<file path="src/design/fevl_pkg.sv">
// Shared types and constants of the fault event ring logger.
`default_nettype none

package fevl_pkg;

   localparam int ACTION_W = 2;
   localparam int CODE_W   = 5;
   localparam int LEVEL_W  = 8;
   localparam int INDEX_W  = 5;
   localparam int KEY_W    = 16;
   localparam int STATUS_W = 2;
   localparam int SLOT_W   = 5;
   localparam int BYTE_W   = 8;
   localparam int CSR_IDX_W = 2;

   localparam int IV_W   = 20;
   localparam int SEC_W  = 12;
   localparam int HOUR_W = 9;

   localparam logic [ACTION_W-1:0] ACT_TICK    = 2'd0;
   localparam logic [ACTION_W-1:0] ACT_OBSERVE = 2'd1;
   localparam logic [ACTION_W-1:0] ACT_READ    = 2'd2;
   localparam logic [ACTION_W-1:0] ACT_CLEAR   = 2'd3;

   localparam logic [STATUS_W-1:0] ST_OK      = 2'd0;
   localparam logic [STATUS_W-1:0] ST_BAD_KEY = 2'd1;
   localparam logic [STATUS_W-1:0] ST_FROZEN  = 2'd2;

   localparam logic [CSR_IDX_W-1:0] CSR_STARTUP = 2'd0;
   localparam logic [CSR_IDX_W-1:0] CSR_SLEEP   = 2'd1;
   localparam logic [CSR_IDX_W-1:0] CSR_CBC     = 2'd2;

   localparam logic [CODE_W-1:0] STARTUP_RESET = 5'd1;
   localparam logic [CODE_W-1:0] SLEEP_RESET   = 5'd2;
   localparam logic [CODE_W-1:0] CBC_RESET     = 5'd3;

   localparam logic [KEY_W-1:0] CLEAR_KEY = 16'h0001;

   localparam logic [IV_W-1:0]   IV_MAX       = 20'hFFFFF;
   localparam logic [IV_W-1:0]   IV_MINUTE    = 20'd60;
   localparam logic [IV_W-1:0]   IV_WEEK      = 20'd604800;
   localparam logic [SEC_W-1:0]  SEC_LAST     = 12'd3599;
   localparam logic [BYTE_W-1:0] TC_MINUTE    = 8'd171;
   localparam logic [BYTE_W-1:0] TC_OVER_WEEK = 8'd170;
   localparam logic [BYTE_W-1:0] TC_STARTUP   = 8'd0;

   typedef enum logic {
      S_IDLE,
      S_READ
   } state_type;

   typedef struct packed {
      logic               tick;
      logic               restart;
   } timer_ctl_type;

   typedef struct packed {
      logic [STATUS_W-1:0] status;
      logic                logged;
      logic [SLOT_W-1:0]   slot;
      logic [BYTE_W-1:0]   rec_event;
      logic [BYTE_W-1:0]   rec_time;
      logic [SLOT_W-1:0]   next_pointer;
   } rsp_type;

endpackage

`default_nettype wire

</file>
<file path="src/design/fault_event_ring_logger.sv">
// Fault event ring logger top level: control, record store and result queue.
//
// Usage:
//   req_*  carries one command per transfer: one-second tick, observe event,
//          read record (newest first), or clear log (key 1 only).
//   rsp_*  returns exactly one result per command, in command order.
//   csr_*  writes the start-up, sleep and CBC event codes; csr_ready is
//          always high, write only while no command is outstanding.
// Timing:
//   Tick, observe and clear results are pushed into the result queue in the
//   transfer cycle. A read moves to S_READ, where the registered read data
//   of the record RAM is used and its result is pushed; no command is taken
//   in S_READ. Throughput is one command per cycle while the queue has room
//   and the block is idle.
// Stalls:
//   Results wait in a two-entry queue; req_ready is high in the idle state
//   while the queue has room, so one command is taken while an earlier result waits.
// Reset:
//   Synchronous; clears the record valid bits, pointer, interval counter,
//   edge flags, CBC value, freeze flag and restores the default codes.
//   There is no memory clearing pass.
`default_nettype none

module fault_event_ring_logger #(
   parameter int LOG_DEPTH   = 30,
   parameter int EVENT_COUNT = 32
) (
   input  wire logic                             clock,
   input  wire logic                             reset,
   input  wire logic                             req_valid,
   output logic                                  req_ready,
   input  wire logic [fevl_pkg::ACTION_W-1:0]    req_action,
   input  wire logic [fevl_pkg::CODE_W-1:0]      req_event_id,
   input  wire logic [fevl_pkg::LEVEL_W-1:0]     req_level,
   input  wire logic [fevl_pkg::INDEX_W-1:0]     req_read_index,
   input  wire logic [fevl_pkg::KEY_W-1:0]       req_clear_key,
   output logic                                  rsp_valid,
   input  wire logic                             rsp_ready,
   output logic      [fevl_pkg::STATUS_W-1:0]    rsp_status,
   output logic                                  rsp_logged,
   output logic      [fevl_pkg::SLOT_W-1:0]      rsp_slot,
   output logic      [fevl_pkg::BYTE_W-1:0]      rsp_rec_event,
   output logic      [fevl_pkg::BYTE_W-1:0]      rsp_rec_time,
   output logic      [fevl_pkg::SLOT_W-1:0]      rsp_next_pointer,
   input  wire logic                             csr_valid,
   output logic                                  csr_ready,
   input  wire logic [fevl_pkg::CSR_IDX_W-1:0]   csr_index,
   input  wire logic [fevl_pkg::CODE_W-1:0]      csr_data
);

   localparam int AW    = $clog2(LOG_DEPTH);
   localparam int PW    = $clog2(LOG_DEPTH + 1);
   localparam int SW    = PW + 1;
   localparam int EAW   = (EVENT_COUNT > 2) ? $clog2(EVENT_COUNT) : 1;
   localparam int RIDX_N = 2 ** fevl_pkg::INDEX_W;
   localparam int DW    = 2 * fevl_pkg::BYTE_W;

   function automatic logic [RIDX_N*AW-1:0] build_mod_tab();
      logic [RIDX_N*AW-1:0] tab;
      tab = '0;
      for (int i = 0; i < RIDX_N; i++) begin
         tab[i*AW +: AW] = AW'(i % LOG_DEPTH);
      end
      return tab;
   endfunction

   localparam logic [RIDX_N*AW-1:0] MOD_TAB = build_mod_tab();

   // configuration
   logic [fevl_pkg::CODE_W-1:0] startup_ff, sleep_ff, cbc_ff;

   // control state
   fevl_pkg::state_type         state_ff, state_in;
   logic [PW-1:0]               wp_ff, wp_in;
   logic                        frozen_ff, frozen_in;
   logic [fevl_pkg::LEVEL_W-1:0] cbc_val_ff, cbc_val_in;
   logic [EVENT_COUNT-1:0]      act_ff, act_in;
   logic [LOG_DEPTH-1:0]        vld_ff, vld_in;
   logic [AW-1:0]               rslot_ff;
   logic                        rvld_ff;

   // datapath
   logic                        accept;
   logic                        is_startup, is_sleep, is_cbc, is_plain;
   logic [8:0]                  ev_ext;
   logic [EAW-1:0]              ev_idx;
   logic                        do_write;
   logic [AW-1:0]               ws;
   logic [AW-1:0]               ridx;
   logic [SW-1:0]               rsum;
   logic [AW-1:0]               rslot;
   logic [fevl_pkg::BYTE_W-1:0] time_code;
   logic [fevl_pkg::BYTE_W-1:0] wr_time;
   logic [DW-1:0]               rd_data;
   logic                        ram_rd_en;
   fevl_pkg::timer_ctl_type     tctl;
   fevl_pkg::rsp_type           res, out_data;
   logic                        push, room;
   logic [8:0]                  wp_ext, ws_ext, rs_ext, rq_ext;

   assign csr_ready = 1'b1;

   always_ff @(posedge clock) begin
      if (reset) begin
         startup_ff <= fevl_pkg::STARTUP_RESET;
         sleep_ff   <= fevl_pkg::SLEEP_RESET;
         cbc_ff     <= fevl_pkg::CBC_RESET;
      end else if (csr_valid) begin
         case (csr_index)
            fevl_pkg::CSR_STARTUP: startup_ff <= csr_data;
            fevl_pkg::CSR_SLEEP:   sleep_ff   <= csr_data;
            fevl_pkg::CSR_CBC:     cbc_ff     <= csr_data;
            default: ;
         endcase
      end
   end

   // event classification
   assign ev_ext     = 9'(req_event_id);
   assign ev_idx     = ev_ext[EAW-1:0];
   assign is_startup = (req_event_id == startup_ff);
   assign is_sleep   = !is_startup && (req_event_id == sleep_ff);
   assign is_cbc     = !is_startup && !is_sleep && (req_event_id == cbc_ff);
   assign is_plain   = !is_startup && !is_sleep && !is_cbc &&
                       (ev_ext < 9'(EVENT_COUNT));

   // write slot: wrap a full pointer to zero
   assign ws      = (wp_ff >= PW'(LOG_DEPTH)) ? '0 : wp_ff[AW-1:0];
   assign wr_time = is_startup ? fevl_pkg::TC_STARTUP : time_code;

   // read slot counted from newest
   assign ridx  = MOD_TAB[req_read_index*AW +: AW];
   assign rsum  = SW'(wp_ff) + SW'(LOG_DEPTH - 1) - SW'(ridx);
   assign rslot = (rsum >= SW'(LOG_DEPTH)) ? AW'(rsum - SW'(LOG_DEPTH)) : AW'(rsum);

   assign accept    = req_valid && req_ready;
   assign ram_rd_en = accept && (req_action == fevl_pkg::ACT_READ);

   always_comb begin
      do_write = 1'b0;
      if (req_level != '0) begin
         do_write = is_startup || is_sleep || (is_plain && !act_ff[ev_idx]);
      end
      if (is_cbc && (req_level != cbc_val_ff)) begin
         do_write = 1'b1;
      end
      if (!accept || frozen_ff || (req_action != fevl_pkg::ACT_OBSERVE)) begin
         do_write = 1'b0;
      end
   end

   assign tctl.tick    = accept && !frozen_ff && (req_action == fevl_pkg::ACT_TICK);
   assign tctl.restart = do_write;

   fevl_timer u_timer (
      .clock     (clock),
      .reset     (reset),
      .ctl       (tctl),
      .time_code (time_code)
   );

   fevl_ram #(
      .WIDTH (DW),
      .DEPTH (LOG_DEPTH)
   ) u_ram (
      .clock   (clock),
      .wr_en   (do_write),
      .wr_addr (ws),
      .wr_data ({fevl_pkg::BYTE_W'(req_event_id), wr_time}),
      .rd_en   (ram_rd_en),
      .rd_addr (rslot),
      .rd_data (rd_data)
   );

   always_comb begin
      state_in   = state_ff;
      wp_in      = wp_ff;
      frozen_in  = frozen_ff;
      cbc_val_in = cbc_val_ff;
      act_in     = act_ff;
      vld_in     = vld_ff;
      req_ready  = 1'b0;
      push       = 1'b0;
      case (state_ff)
         fevl_pkg::S_IDLE: begin
            req_ready = room;
            if (accept) begin
               case (req_action)
                  fevl_pkg::ACT_READ: begin
                     state_in = fevl_pkg::S_READ;
                  end
                  fevl_pkg::ACT_CLEAR: begin
                     push = 1'b1;
                     if (req_clear_key == fevl_pkg::CLEAR_KEY) begin
                        wp_in     = '0;
                        frozen_in = 1'b1;
                        vld_in    = '0;
                     end
                  end
                  fevl_pkg::ACT_OBSERVE: begin
                     push = 1'b1;
                     if (!frozen_ff) begin
                        if (is_cbc) begin
                           cbc_val_in = req_level;
                        end
                        if (is_plain) begin
                           if (!act_ff[ev_idx] && (req_level != '0)) begin
                              act_in[ev_idx] = 1'b1;
                           end else if (act_ff[ev_idx] && (req_level == '0)) begin
                              act_in[ev_idx] = 1'b0;
                           end
                        end
                     end
                     if (do_write) begin
                        wp_in      = PW'(ws) + PW'(1);
                        vld_in[ws] = 1'b1;
                     end
                  end
                  default: begin
                     push = 1'b1;
                  end
               endcase
            end
         end
         fevl_pkg::S_READ: begin
            push     = 1'b1;
            state_in = fevl_pkg::S_IDLE;
         end
         default: begin
            state_in = fevl_pkg::S_IDLE;
         end
      endcase
   end

   always_ff @(posedge clock) begin
      if (reset) begin
         state_ff   <= fevl_pkg::S_IDLE;
         wp_ff      <= '0;
         frozen_ff  <= 1'b0;
         cbc_val_ff <= '0;
         act_ff     <= '0;
         vld_ff     <= '0;
      end else begin
         state_ff   <= state_in;
         wp_ff      <= wp_in;
         frozen_ff  <= frozen_in;
         cbc_val_ff <= cbc_val_in;
         act_ff     <= act_in;
         vld_ff     <= vld_in;
      end
   end

   // hold read slot and its valid bit for the data cycle
   always_ff @(posedge clock) begin
      if (ram_rd_en) begin
         rslot_ff <= rslot;
         rvld_ff  <= vld_ff[rslot];
      end
   end

   assign wp_ext = 9'(wp_ff);
   assign ws_ext = 9'(ws);
   assign rs_ext = 9'(rslot_ff);
   assign rq_ext = 9'(wp_in);

   always_comb begin
      res.status       = fevl_pkg::ST_OK;
      res.logged       = 1'b0;
      res.slot         = '0;
      res.rec_event    = '0;
      res.rec_time     = '0;
      res.next_pointer = rq_ext[fevl_pkg::SLOT_W-1:0];
      if (state_ff == fevl_pkg::S_READ) begin
         res.slot         = rs_ext[fevl_pkg::SLOT_W-1:0];
         res.next_pointer = wp_ext[fevl_pkg::SLOT_W-1:0];
         if (rvld_ff) begin
            res.rec_event = rd_data[DW-1:fevl_pkg::BYTE_W];
            res.rec_time  = rd_data[fevl_pkg::BYTE_W-1:0];
         end
      end else begin
         case (req_action)
            fevl_pkg::ACT_TICK: begin
               if (frozen_ff) begin
                  res.status = fevl_pkg::ST_FROZEN;
               end
            end
            fevl_pkg::ACT_OBSERVE: begin
               if (frozen_ff) begin
                  res.status = fevl_pkg::ST_FROZEN;
               end else if (do_write) begin
                  res.logged    = 1'b1;
                  res.slot      = ws_ext[fevl_pkg::SLOT_W-1:0];
                  res.rec_event = fevl_pkg::BYTE_W'(req_event_id);
                  res.rec_time  = wr_time;
               end
            end
            fevl_pkg::ACT_CLEAR: begin
               if (req_clear_key != fevl_pkg::CLEAR_KEY) begin
                  res.status = fevl_pkg::ST_BAD_KEY;
               end
            end
            default: ;
         endcase
      end
   end

   fevl_outq u_outq (
      .clock     (clock),
      .reset     (reset),
      .push      (push),
      .push_data (res),
      .room      (room),
      .out_valid (rsp_valid),
      .out_ready (rsp_ready),
      .out_data  (out_data)
   );

   assign rsp_status       = out_data.status;
   assign rsp_logged       = out_data.logged;
   assign rsp_slot         = out_data.slot;
   assign rsp_rec_event    = out_data.rec_event;
   assign rsp_rec_time     = out_data.rec_time;
   assign rsp_next_pointer = out_data.next_pointer;

endmodule

`default_nettype wire

</file>
<file path="src/design/fevl_ram.sv">
// Generic single-port-write, single-port-read RAM with registered read data.
`default_nettype none

module fevl_ram #(
   parameter int WIDTH = 16,
   parameter int DEPTH = 30
) (
   input  wire logic                     clock,
   input  wire logic                     wr_en,
   input  wire logic [$clog2(DEPTH)-1:0] wr_addr,
   input  wire logic [WIDTH-1:0]         wr_data,
   input  wire logic                     rd_en,
   input  wire logic [$clog2(DEPTH)-1:0] rd_addr,
   output logic      [WIDTH-1:0]         rd_data
);

   logic [WIDTH-1:0] mem_ff [DEPTH];
   logic [WIDTH-1:0] rd_data_ff;

   always_ff @(posedge clock) begin
      if (wr_en) begin
         mem_ff[wr_addr] <= wr_data;
      end
      if (rd_en) begin
         rd_data_ff <= mem_ff[rd_addr];
      end
   end

   assign rd_data = rd_data_ff;

endmodule

`default_nettype wire

</file>
<file path="src/design/fevl_timer.sv">
// Saturating interval counter with hour tracking and time code encoding.
`default_nettype none

module fevl_timer (
   input  wire logic                   clock,
   input  wire logic                   reset,
   input  wire fevl_pkg::timer_ctl_type ctl,
   output logic [fevl_pkg::BYTE_W-1:0] time_code
);

   logic [fevl_pkg::IV_W-1:0]   iv_ff, iv_in;
   logic [fevl_pkg::SEC_W-1:0]  sec_ff, sec_in;
   logic [fevl_pkg::HOUR_W-1:0] hr_ff, hr_in;
   logic [fevl_pkg::HOUR_W-1:0] hr_up;

   always_comb begin
      iv_in  = iv_ff;
      sec_in = sec_ff;
      hr_in  = hr_ff;
      if (ctl.restart) begin
         iv_in  = '0;
         sec_in = '0;
         hr_in  = '0;
      end else if (ctl.tick && (iv_ff != fevl_pkg::IV_MAX)) begin
         iv_in = iv_ff + fevl_pkg::IV_W'(1);
         if (sec_ff == fevl_pkg::SEC_LAST) begin
            sec_in = '0;
            hr_in  = hr_ff + fevl_pkg::HOUR_W'(1);
         end else begin
            sec_in = sec_ff + fevl_pkg::SEC_W'(1);
         end
      end
   end

   always_ff @(posedge clock) begin
      if (reset) begin
         iv_ff  <= '0;
         sec_ff <= '0;
         hr_ff  <= '0;
      end else begin
         iv_ff  <= iv_in;
         sec_ff <= sec_in;
         hr_ff  <= hr_in;
      end
   end

   assign hr_up = hr_ff + fevl_pkg::HOUR_W'(sec_ff != '0);

   always_comb begin
      if (iv_ff <= fevl_pkg::IV_MINUTE) begin
         time_code = fevl_pkg::TC_MINUTE;
      end else if (iv_ff <= fevl_pkg::IV_WEEK) begin
         time_code = hr_up[fevl_pkg::BYTE_W-1:0];
      end else begin
         time_code = fevl_pkg::TC_OVER_WEEK;
      end
   end

endmodule

`default_nettype wire

</file>
<file path="src/design/fevl_outq.sv">
// Two-entry result queue between the logger core and the result channel.
`default_nettype none

module fevl_outq (
   input  wire logic              clock,
   input  wire logic              reset,
   input  wire logic              push,
   input  wire fevl_pkg::rsp_type push_data,
   output logic                   room,
   output logic                   out_valid,
   input  wire logic              out_ready,
   output fevl_pkg::rsp_type      out_data
);

   fevl_pkg::rsp_type ent_ff [2];
   logic              wr_ptr_ff, wr_ptr_in;
   logic              rd_ptr_ff, rd_ptr_in;
   logic [1:0]        cnt_ff, cnt_in;
   logic              pop;

   assign out_valid = (cnt_ff != 2'd0);
   assign room      = (cnt_ff != 2'd2);
   assign pop       = out_valid && out_ready;
   assign out_data  = ent_ff[rd_ptr_ff];

   always_comb begin
      wr_ptr_in = wr_ptr_ff ^ push;
      rd_ptr_in = rd_ptr_ff ^ pop;
      cnt_in    = cnt_ff + 2'(push) - 2'(pop);
   end

   always_ff @(posedge clock) begin
      if (push) begin
         ent_ff[wr_ptr_ff] <= push_data;
      end
   end

   always_ff @(posedge clock) begin
      if (reset) begin
         wr_ptr_ff <= 1'b0;
         rd_ptr_ff <= 1'b0;
         cnt_ff    <= 2'd0;
      end else begin
         wr_ptr_ff <= wr_ptr_in;
         rd_ptr_ff <= rd_ptr_in;
         cnt_ff    <= cnt_in;
      end
   end

endmodule

`default_nettype wire

</file>
<file path="config.mk">
export PLATFORM = sky130hd
export DESIGN_NAME = fault_event_ring_logger
export DESIGN_NICKNAME = d
export VERILOG_FILES = /design/src/design/fevl_pkg.sv /design/src/design/fault_event_ring_logger.sv /design/src/design/fevl_ram.sv /design/src/design/fevl_timer.sv /design/src/design/fevl_outq.sv
export SDC_FILE = /design/constraint.sdc
export NUM_CORES = 1
export LEC_CHECK = 0
export BUFFER_PORTS_ARGS = -buffer_cell sky130_fd_sc_hd__clkbuf_2
export CAP_MARGIN = 20
export CORE_UTILIZATION = 55
export CTS_CLUSTER_DIAMETER = 30
export DETAILED_ROUTE_END_ITERATION = 8
export GPL_ROUTABILITY_DRIVEN = 0
export PLACE_DENSITY = 0.7
export SKIP_CTS_REPAIR_TIMING = 1
export SYNTH_ARGS = -nofsm -noshare
export SYNTH_HDL_FRONTEND = slang
export SYNTH_SLANG_ARGS = --single-unit
</file>
<file path="constraint.sdc">
create_clock -name clock -period 7.3 [get_ports clock]
set_input_delay 1.095 -clock clock [delete_from_list [all_inputs] [get_ports clock]]
set_output_delay 1.095 -clock clock [all_outputs]
set_load 0.02 [all_outputs]
</file>
Yosys cells after proc, flatten, opt, wreduce, memory -nomap -nowiden. Memory sizes are Yosys's and may differ from the RTL's. A register that Yosys moved wholly into a read port is not among the register bits. Cells that the tools add are included.

Register bits after elaboration: 159. Latch bits: 0. RAM bits: 448. Memory bits (read-only): 0. Input bits: 48. Output and inout port bits: 32. Word-level logic and storage cells: 161. Memories: 2.

Memory list: u_ram.mem_ff (words 30, width 13, rd ports 1, clocked after memory_dff 1, wr ports 1, RTL line fevl_ram.sv:17) `logic [WIDTH-1:0] mem_ff [DEPTH];`; u_outq.ent_ff (words 2, width 29, rd ports 1, clocked after memory_dff 1, wr ports 1, RTL line fevl_outq.sv:15) `fevl_pkg::rsp_type ent_ff [2];`.

Add/subtract/negate cells: 10. $mul: 1. Divide/modulo/power cells: 0. Magnitude comparators: 10. Equality and inequality tests: 17. Shift operators: 1. Multiplexer cells: 49. Bitwise operators: 8. Reduce and logical (&&, ||, !) cells: 45.

Operators by type and width (number): $shiftx A160 B9 Y5 const A (1); $mux W22 (3); $mux W32 (2); $mux W30 (2); $pmux W30 S2 (1); $mux W5 (7); $and A32 B32 Y32 (1); $not A32 Y32 (1); $or A32 B32 Y32 (1); $or A30 B30 Y30 (1); $lt A5 B6 Y1 const B (4); $mux W8 (3); $mux W21 (1); $add A20 B1 Y20 const B (1); $le A20 B20 Y1 const B (1); $le A20 B6 Y1 const B (1); $ne A20 B20 Y1 const B (1); $mux W1 (18); $logic_and A1 B1 Y1 (17); $eq A16 B1 Y1 const B (1); $mux W16 (1); $ne A16 B1 Y1 const B (1); $eq A5 B5 Y1 (3); $add A12 B1 Y12 const B (1); 40 further kinds (67).

Depth between registers and ports, before layout.
Depth after elaboration: 19. Mapped depth: 20. Depth with buffers taken out: 16.

Modules after synthesis. From an unflattened synthesis, not the netlist that was laid out.

Cells, all modules: 1996. Area total of the unflattened synthesis: 29532.1 um^2.

By module, submodules not included: fevl_ram (instances 1, cells an instance 941, area an instance 19293.5 um^2, sequential area each 14894.3 um^2); fault_event_ring_logger (instances 1, cells an instance 651, area an instance 5570.3 um^2, sequential area each 2021.9 um^2); fevl_timer (instances 1, cells an instance 293, area an instance 2357.3 um^2, sequential area each 800.8 um^2); fevl_outq (instances 1, cells an instance 111, area an instance 2311.0 um^2, sequential area each 1821.7 um^2).

Worst setup path before layout. OpenSTA, ideal clock, no wires.

Path type: input-to-reg. From: in req_read_index[1] (netlist name). To: reg u_ram.rd_data_ff[11] (netlist: u_ram.rd_data[11]) (read register of u_ram.mem_ff), data pin. Library setup time: 0.261 ns. Arrival time: 4.310 ns. Required time: 7.039 ns. Path slack: 2.729 ns. Cell stages on the path: 17. Path buffers: 2. Path through: inv_1 -> a31oi_1 -> ha_1 -> inv_1 -> ha_1 -> inv_1 -> fa_1 -> inv_1 -> ha_1 -> a21o_1 -> buf_6 -> nand2_8 -> inv_2 -> buf_6 -> mux2_1 -> mux4_2 -> a221o_1.

Word-level cells in the longest chain between the ends: 5. Elaborated cells between the ends (all ways): 6. Those cells by class: 2 x add/sub; 1 x mul; 1 x order compare; 1 x shift; 1 x mux.

Ends and longest elaborated chain: from (decl) (RTL line fault_event_ring_logger.sv:35) `input wire logic [fevl_pkg::INDEX_W-1:0] req_read_index,`; $mul A5 B3 Y8 (*) (RTL line fault_event_ring_logger.sv:132) `assign ridx = MOD_TAB[req_read_index*AW +: AW];`; $shiftx A160 B9 Y5 (*) (RTL line fault_event_ring_logger.sv:132); $sub A6 B5 Y6 (*) (RTL line fault_event_ring_logger.sv:133) `assign rsum = SW'(wp_ff) + SW'(LOG_DEPTH - 1) - SW'(ridx);`; $sub A5 B5 Y5 or $ge A6 B5 Y1 (tied branches) (RTL line fault_event_ring_logger.sv:134) `assign rslot = (rsum >= SW'(LOG_DEPTH)) ? AW'(rsum - SW'(LOG_DEPTH)) : AW'(rsum);`; $mux W5 (*) (RTL line fault_event_ring_logger.sv:134); to (decl) (RTL line fevl_ram.sv:18) `logic [WIDTH-1:0] rd_data_ff;`.

Mark *: on every way between the ends. The rest lies on a longest branch, timed or not. A chain may end at the register's enable or synchronous reset.

Worst setup path after layout.
From: in req_read_index[1] (netlist name). To: reg rvld_ff, data pin.

Word-level cells in the longest chain between the ends: 7. Elaborated cells between the ends (all ways): 8. Those cells by class: 2 x add/sub; 1 x mul; 1 x order compare; 1 x shift; 3 x mux.

Ends and longest elaborated chain: $mul A5 B3 Y8 (*) (RTL line fault_event_ring_logger.sv:132); $shiftx A160 B9 Y5 (*) (RTL line fault_event_ring_logger.sv:132); $sub A6 B5 Y6 (*) (RTL line fault_event_ring_logger.sv:133); $sub A5 B5 Y5 or $ge A6 B5 Y1 (tied branches) (RTL line fault_event_ring_logger.sv:134); $mux W5 (*) (RTL line fault_event_ring_logger.sv:134); $bmux W1 S5 (*) (RTL line fault_event_ring_logger.sv:257) `rvld_ff <= vld_ff[rslot];`; $mux W1 (implied by the code) (*) (RTL line fault_event_ring_logger.sv:257); to (signal assigned) (RTL line fault_event_ring_logger.sv:257); to (decl) (RTL line fault_event_ring_logger.sv:80) `logic rvld_ff;`.

Mark *: on every way between the ends. The rest lies on a longest branch, timed or not. The select of a mux whose other input is x is not followed.

==> reports/results.tsv <==
stage	metric	value	unit
drt	vias per inst	6.17	
setup_path	Crit path required time	7690	ps
setup_path	Critical Path Source Type	primary input	
yosys	average cell area after synthesis	12.4	µm²
yosys	Synth Area in XOR/XNOR	0.0255	
yosys	post-synth top area share	0.537	
cts	CTS max path bufs	3	
worst_hold_path	WHS Path Cells	2	
drt	Detailed Routing Iterations Pass 1	6	
finish	Fill cells	3182	
cts	clock root cell	clkbuf_16	
cts	clock slew at the register clock pins of the worst setup and hold paths	50	ps
yosys	Compound-Gate Fraction of Synth Area	0.0820	
setup_path	capturing point of the worst reg2reg path	u_ram.rd_data[11]$_DFFE_PP_	
setup_path	CP Class	in2reg	
yosys	Synth area leaders	edfxtp_1 (54%), dfxtp_1 (11%), nand2_1 (4.9%)	
placement	Port Buffer Count	75	
timing	period utilization	0.745	
floorplanning	Die Ht	218	µm
global_route	remaining global-route overflow	0	
floorplanning	die footprint	47700	µm²
placement	Placed Cells	2696	
cts	Sinks on Clock Net	597	
finish	most common cell after layout, fill and taps aside	edfxtp_1	
drt	final WL	69400	µm
timing	setup ws final	1860	ps
timing	Slew Viols, Final	0	
yosys	Synth Area in Simple Gates	0.138	
placement	dpl ws	1280	ps
yosys	mux contribution to synthesized area	0.0704	
global_route	largest net degree at the start of global routing	76	
yosys	Cells after Synth	2078	
yosys	register bit total from synthesis	597	
yosys	Async SR Flop Fraction	0	
finish	share of layout cells above drive strength 1	0.203	
placement	Final HPWL DP	42900	µm
drt	DR iter-0 viols	2219	
timing	slew margin rel.	0.262	
setup_path	crit-path max FO	72	
floorplanning	initial core utilization	0.563	
yosys	largest family of logic cells by synthesized area	simple AND/OR/NAND/NOR gates	
yosys	sequential fraction of the synthesis area	0.643	
setup_path	r2r worst-path depth	13	
finish	Post-Route Utilization	0.679	
timing	# setup viols final	0	
power	VDD IR max	0.286	mV
cts	CTS buffer count	112	
timing	RSZ-0062 raised after global routing	no	
yosys	Distinct cells, synth	90	
power	total power	10.9	mW
global_route	antenna violations before repair	1	
yosys	Synth Flop Type	edfxtp_1	
floorplanning	die width	218	µm
setup_path	R2R Setup Slk	1860	ps
drt	Vias	17999	
global_route	number of global-route vias before repair	17522	
drt	wire per inst	23.8	µm
setup_path	crit path DAT	5830	ps
global_route	first-pass GRT wire length	105000	µm
timing	skew final	24.6	ps
floorplanning	IO Count	80	
finish	Nets	2289	
worst_hold_path	worst min path class	reg2reg	
yosys	synthesized area	25800	µm²
yosys	largest area contributor in the netlist	edfxtp_1	
timing	final period demand of the worst path	5440	ps
finish	Area growth, synth to finish	20.6	%
yosys	Synth Area in Adders	0.0134	
floorplanning	Core ar.	45800	µm²
setup_path	Worst setup EP type	register	
global_route	Total GRT Usage	0.295	
outcome	status	completed	
drt	Routed Antenna Nets	0	
cts	H-tree levels	3	
setup_path	worst r2r src	wp_ff[3]$_SDFF_PP0_	
yosys	Ys Warns	0	
yosys	Post-synth EDFFs	461	
timing	final setup TNS	0	ps
timing	Worst-Margin Slew	1110	ps
timing	fmax	184	MHz
power	leakage power	11.0	nW
finish	commonest cells after routing, fill and taps aside	edfxtp_1 (461), nand2_1 (337), nor2_1 (137)	
drt	drc violations	0	
run	max cap viols	0	
cts	clock latency on the worst-skew pair	660	ps
power	Power Dens Cells	351	nW/µm²
finish	Final Non-Filler Cells	2915	
cts	CTS tree	done	
floorplanning	Rows	78	
timing	Hold Fails Final Rpt	0	
==> sequential cells by signal (all words and copies together), names as in the netlist, named ones only <==
signal,flops
frozen_ff,1
rslot_ff,5
u_outq.cnt_ff,2
startup_ff,5
sleep_ff,5
u_outq.wr_ptr_ff,1
vld_ff,30
u_outq.ent_ff,52
u_timer.hr_ff,8
u_ram.rd_data,13
u_timer.iv_ff,20
u_ram.mem_ff,390
cbc_ff,5
wp_ff,5
u_outq.rd_ptr_ff,1
state_ff,1
rvld_ff,1
cbc_val_ff,8
u_timer.sec_ff,12
==> metal layers <==
metal	GRT usage	share of wire	wire length, µm
met1	0.391	0.40	27800
met2	0.467	0.47	32700
met3	0.0731	0.093	6420
met4	0.119	0.036	2520
met5	0	0	0
==> worst max-delay path: stages <==
cell and delay [ps]:
clkbuf_2 110, inv_1 70, a31oi_1 310, ha_1 310, inv_1 60, ha_1 180, inv_1 60, fa_1 450
nor2b_2 180, o22ai_2 170, xnor3_1 610, nand2_4 290, inv_6 520, buf_12 430, mux2i_1 270, mux2i_1 100
a2111oi_0 440, nor4_1 130
==> synthesized netlist by cell type (13+ instances only) <==
cell type / count
clkbuf_1: 70
nor2_1: 145
nand4_1: 34
nor4_1: 15
nand3_1: 119
mux2i_1: 52
nor3_1: 32
nand2_1: 338
xor2_1: 31
edfxtp_1: 461
a21oi_1: 72
o21ai_0: 78
xnor2_1: 37
buf_2: 29
ha_1: 26
a221oi_1: 13
a31oi_1: 13
inv_1: 41
buf_4: 13
mux2_2: 54
mux4_2: 30
dfxtp_1: 136
and3_1: 18
a22o_1: 20
==> metrics by stage <==
| stage | instance area [µm²] | hold WS (ps) |
|---|---|---|
| 6_report | 31100 | 448 |
| 5_1_grt | 31100 | 461 |
| 4_1_cts | 31000 | 451 |
| 3_5_place_dp | 26900 | 441 |
| 3_3_place_gp | 26900 | 433 |
| 2_1_floorplan | 25800 | 420 |
==> logic make-up after synthesis <==
group	count (synthesis)
adder cells (fa/ha/maj)	27
AO/OA/AOI/OAI	308
XOR/XNOR	71
flip-flops	597
other	2
multiplexers	137
AND/OR/NAND/NOR	774
buffers and inverters	162
==> cell type report <==
class,instances,area (µm²),area share
inverters,43,166,0.00535
well taps,600,751,0.0241
multi-input cells,1321,8590,0.276
diodes,1,2.50,0.0000805
flip-flops and latches,597,16600,0.533
clock buffers,127,2970,0.0957
clock inverters,87,1130,0.0363
repair buffers,139,916,0.0295
==> power breakdown <==
part           switching, mW  total (mW)  internal, mW
registers             0.0324        3.77          3.74
clock network           1.81        5.51          3.69
logic                   1.07        1.62         0.552
total                   2.92        10.9          7.99
==> worst max path at each step <==
stage / from / endpoint / slack (ps) / cells after the start
finish: req_read_index[1] / rvld_ff$_DFFE_PP_ / 1860 / 18
global route: req_read_index[1] / rvld_ff$_DFFE_PP_ / 1440 / 18
CTS: req_read_index[1] / rvld_ff$_DFFE_PP_ / 1910 / 18
detailed placement: req_read_index[1] / u_ram.rd_data[11]$_DFFE_PP_ / 1280 / 15
global placement: req_read_index[1] / u_ram.rd_data[11]$_DFFE_PP_ / 1430 / 15
floorplan: req_read_index[1] / u_ram.rd_data[11]$_DFFE_PP_ / 2730 / 17
No activity file was read; power rests on OpenSTA's default activity.
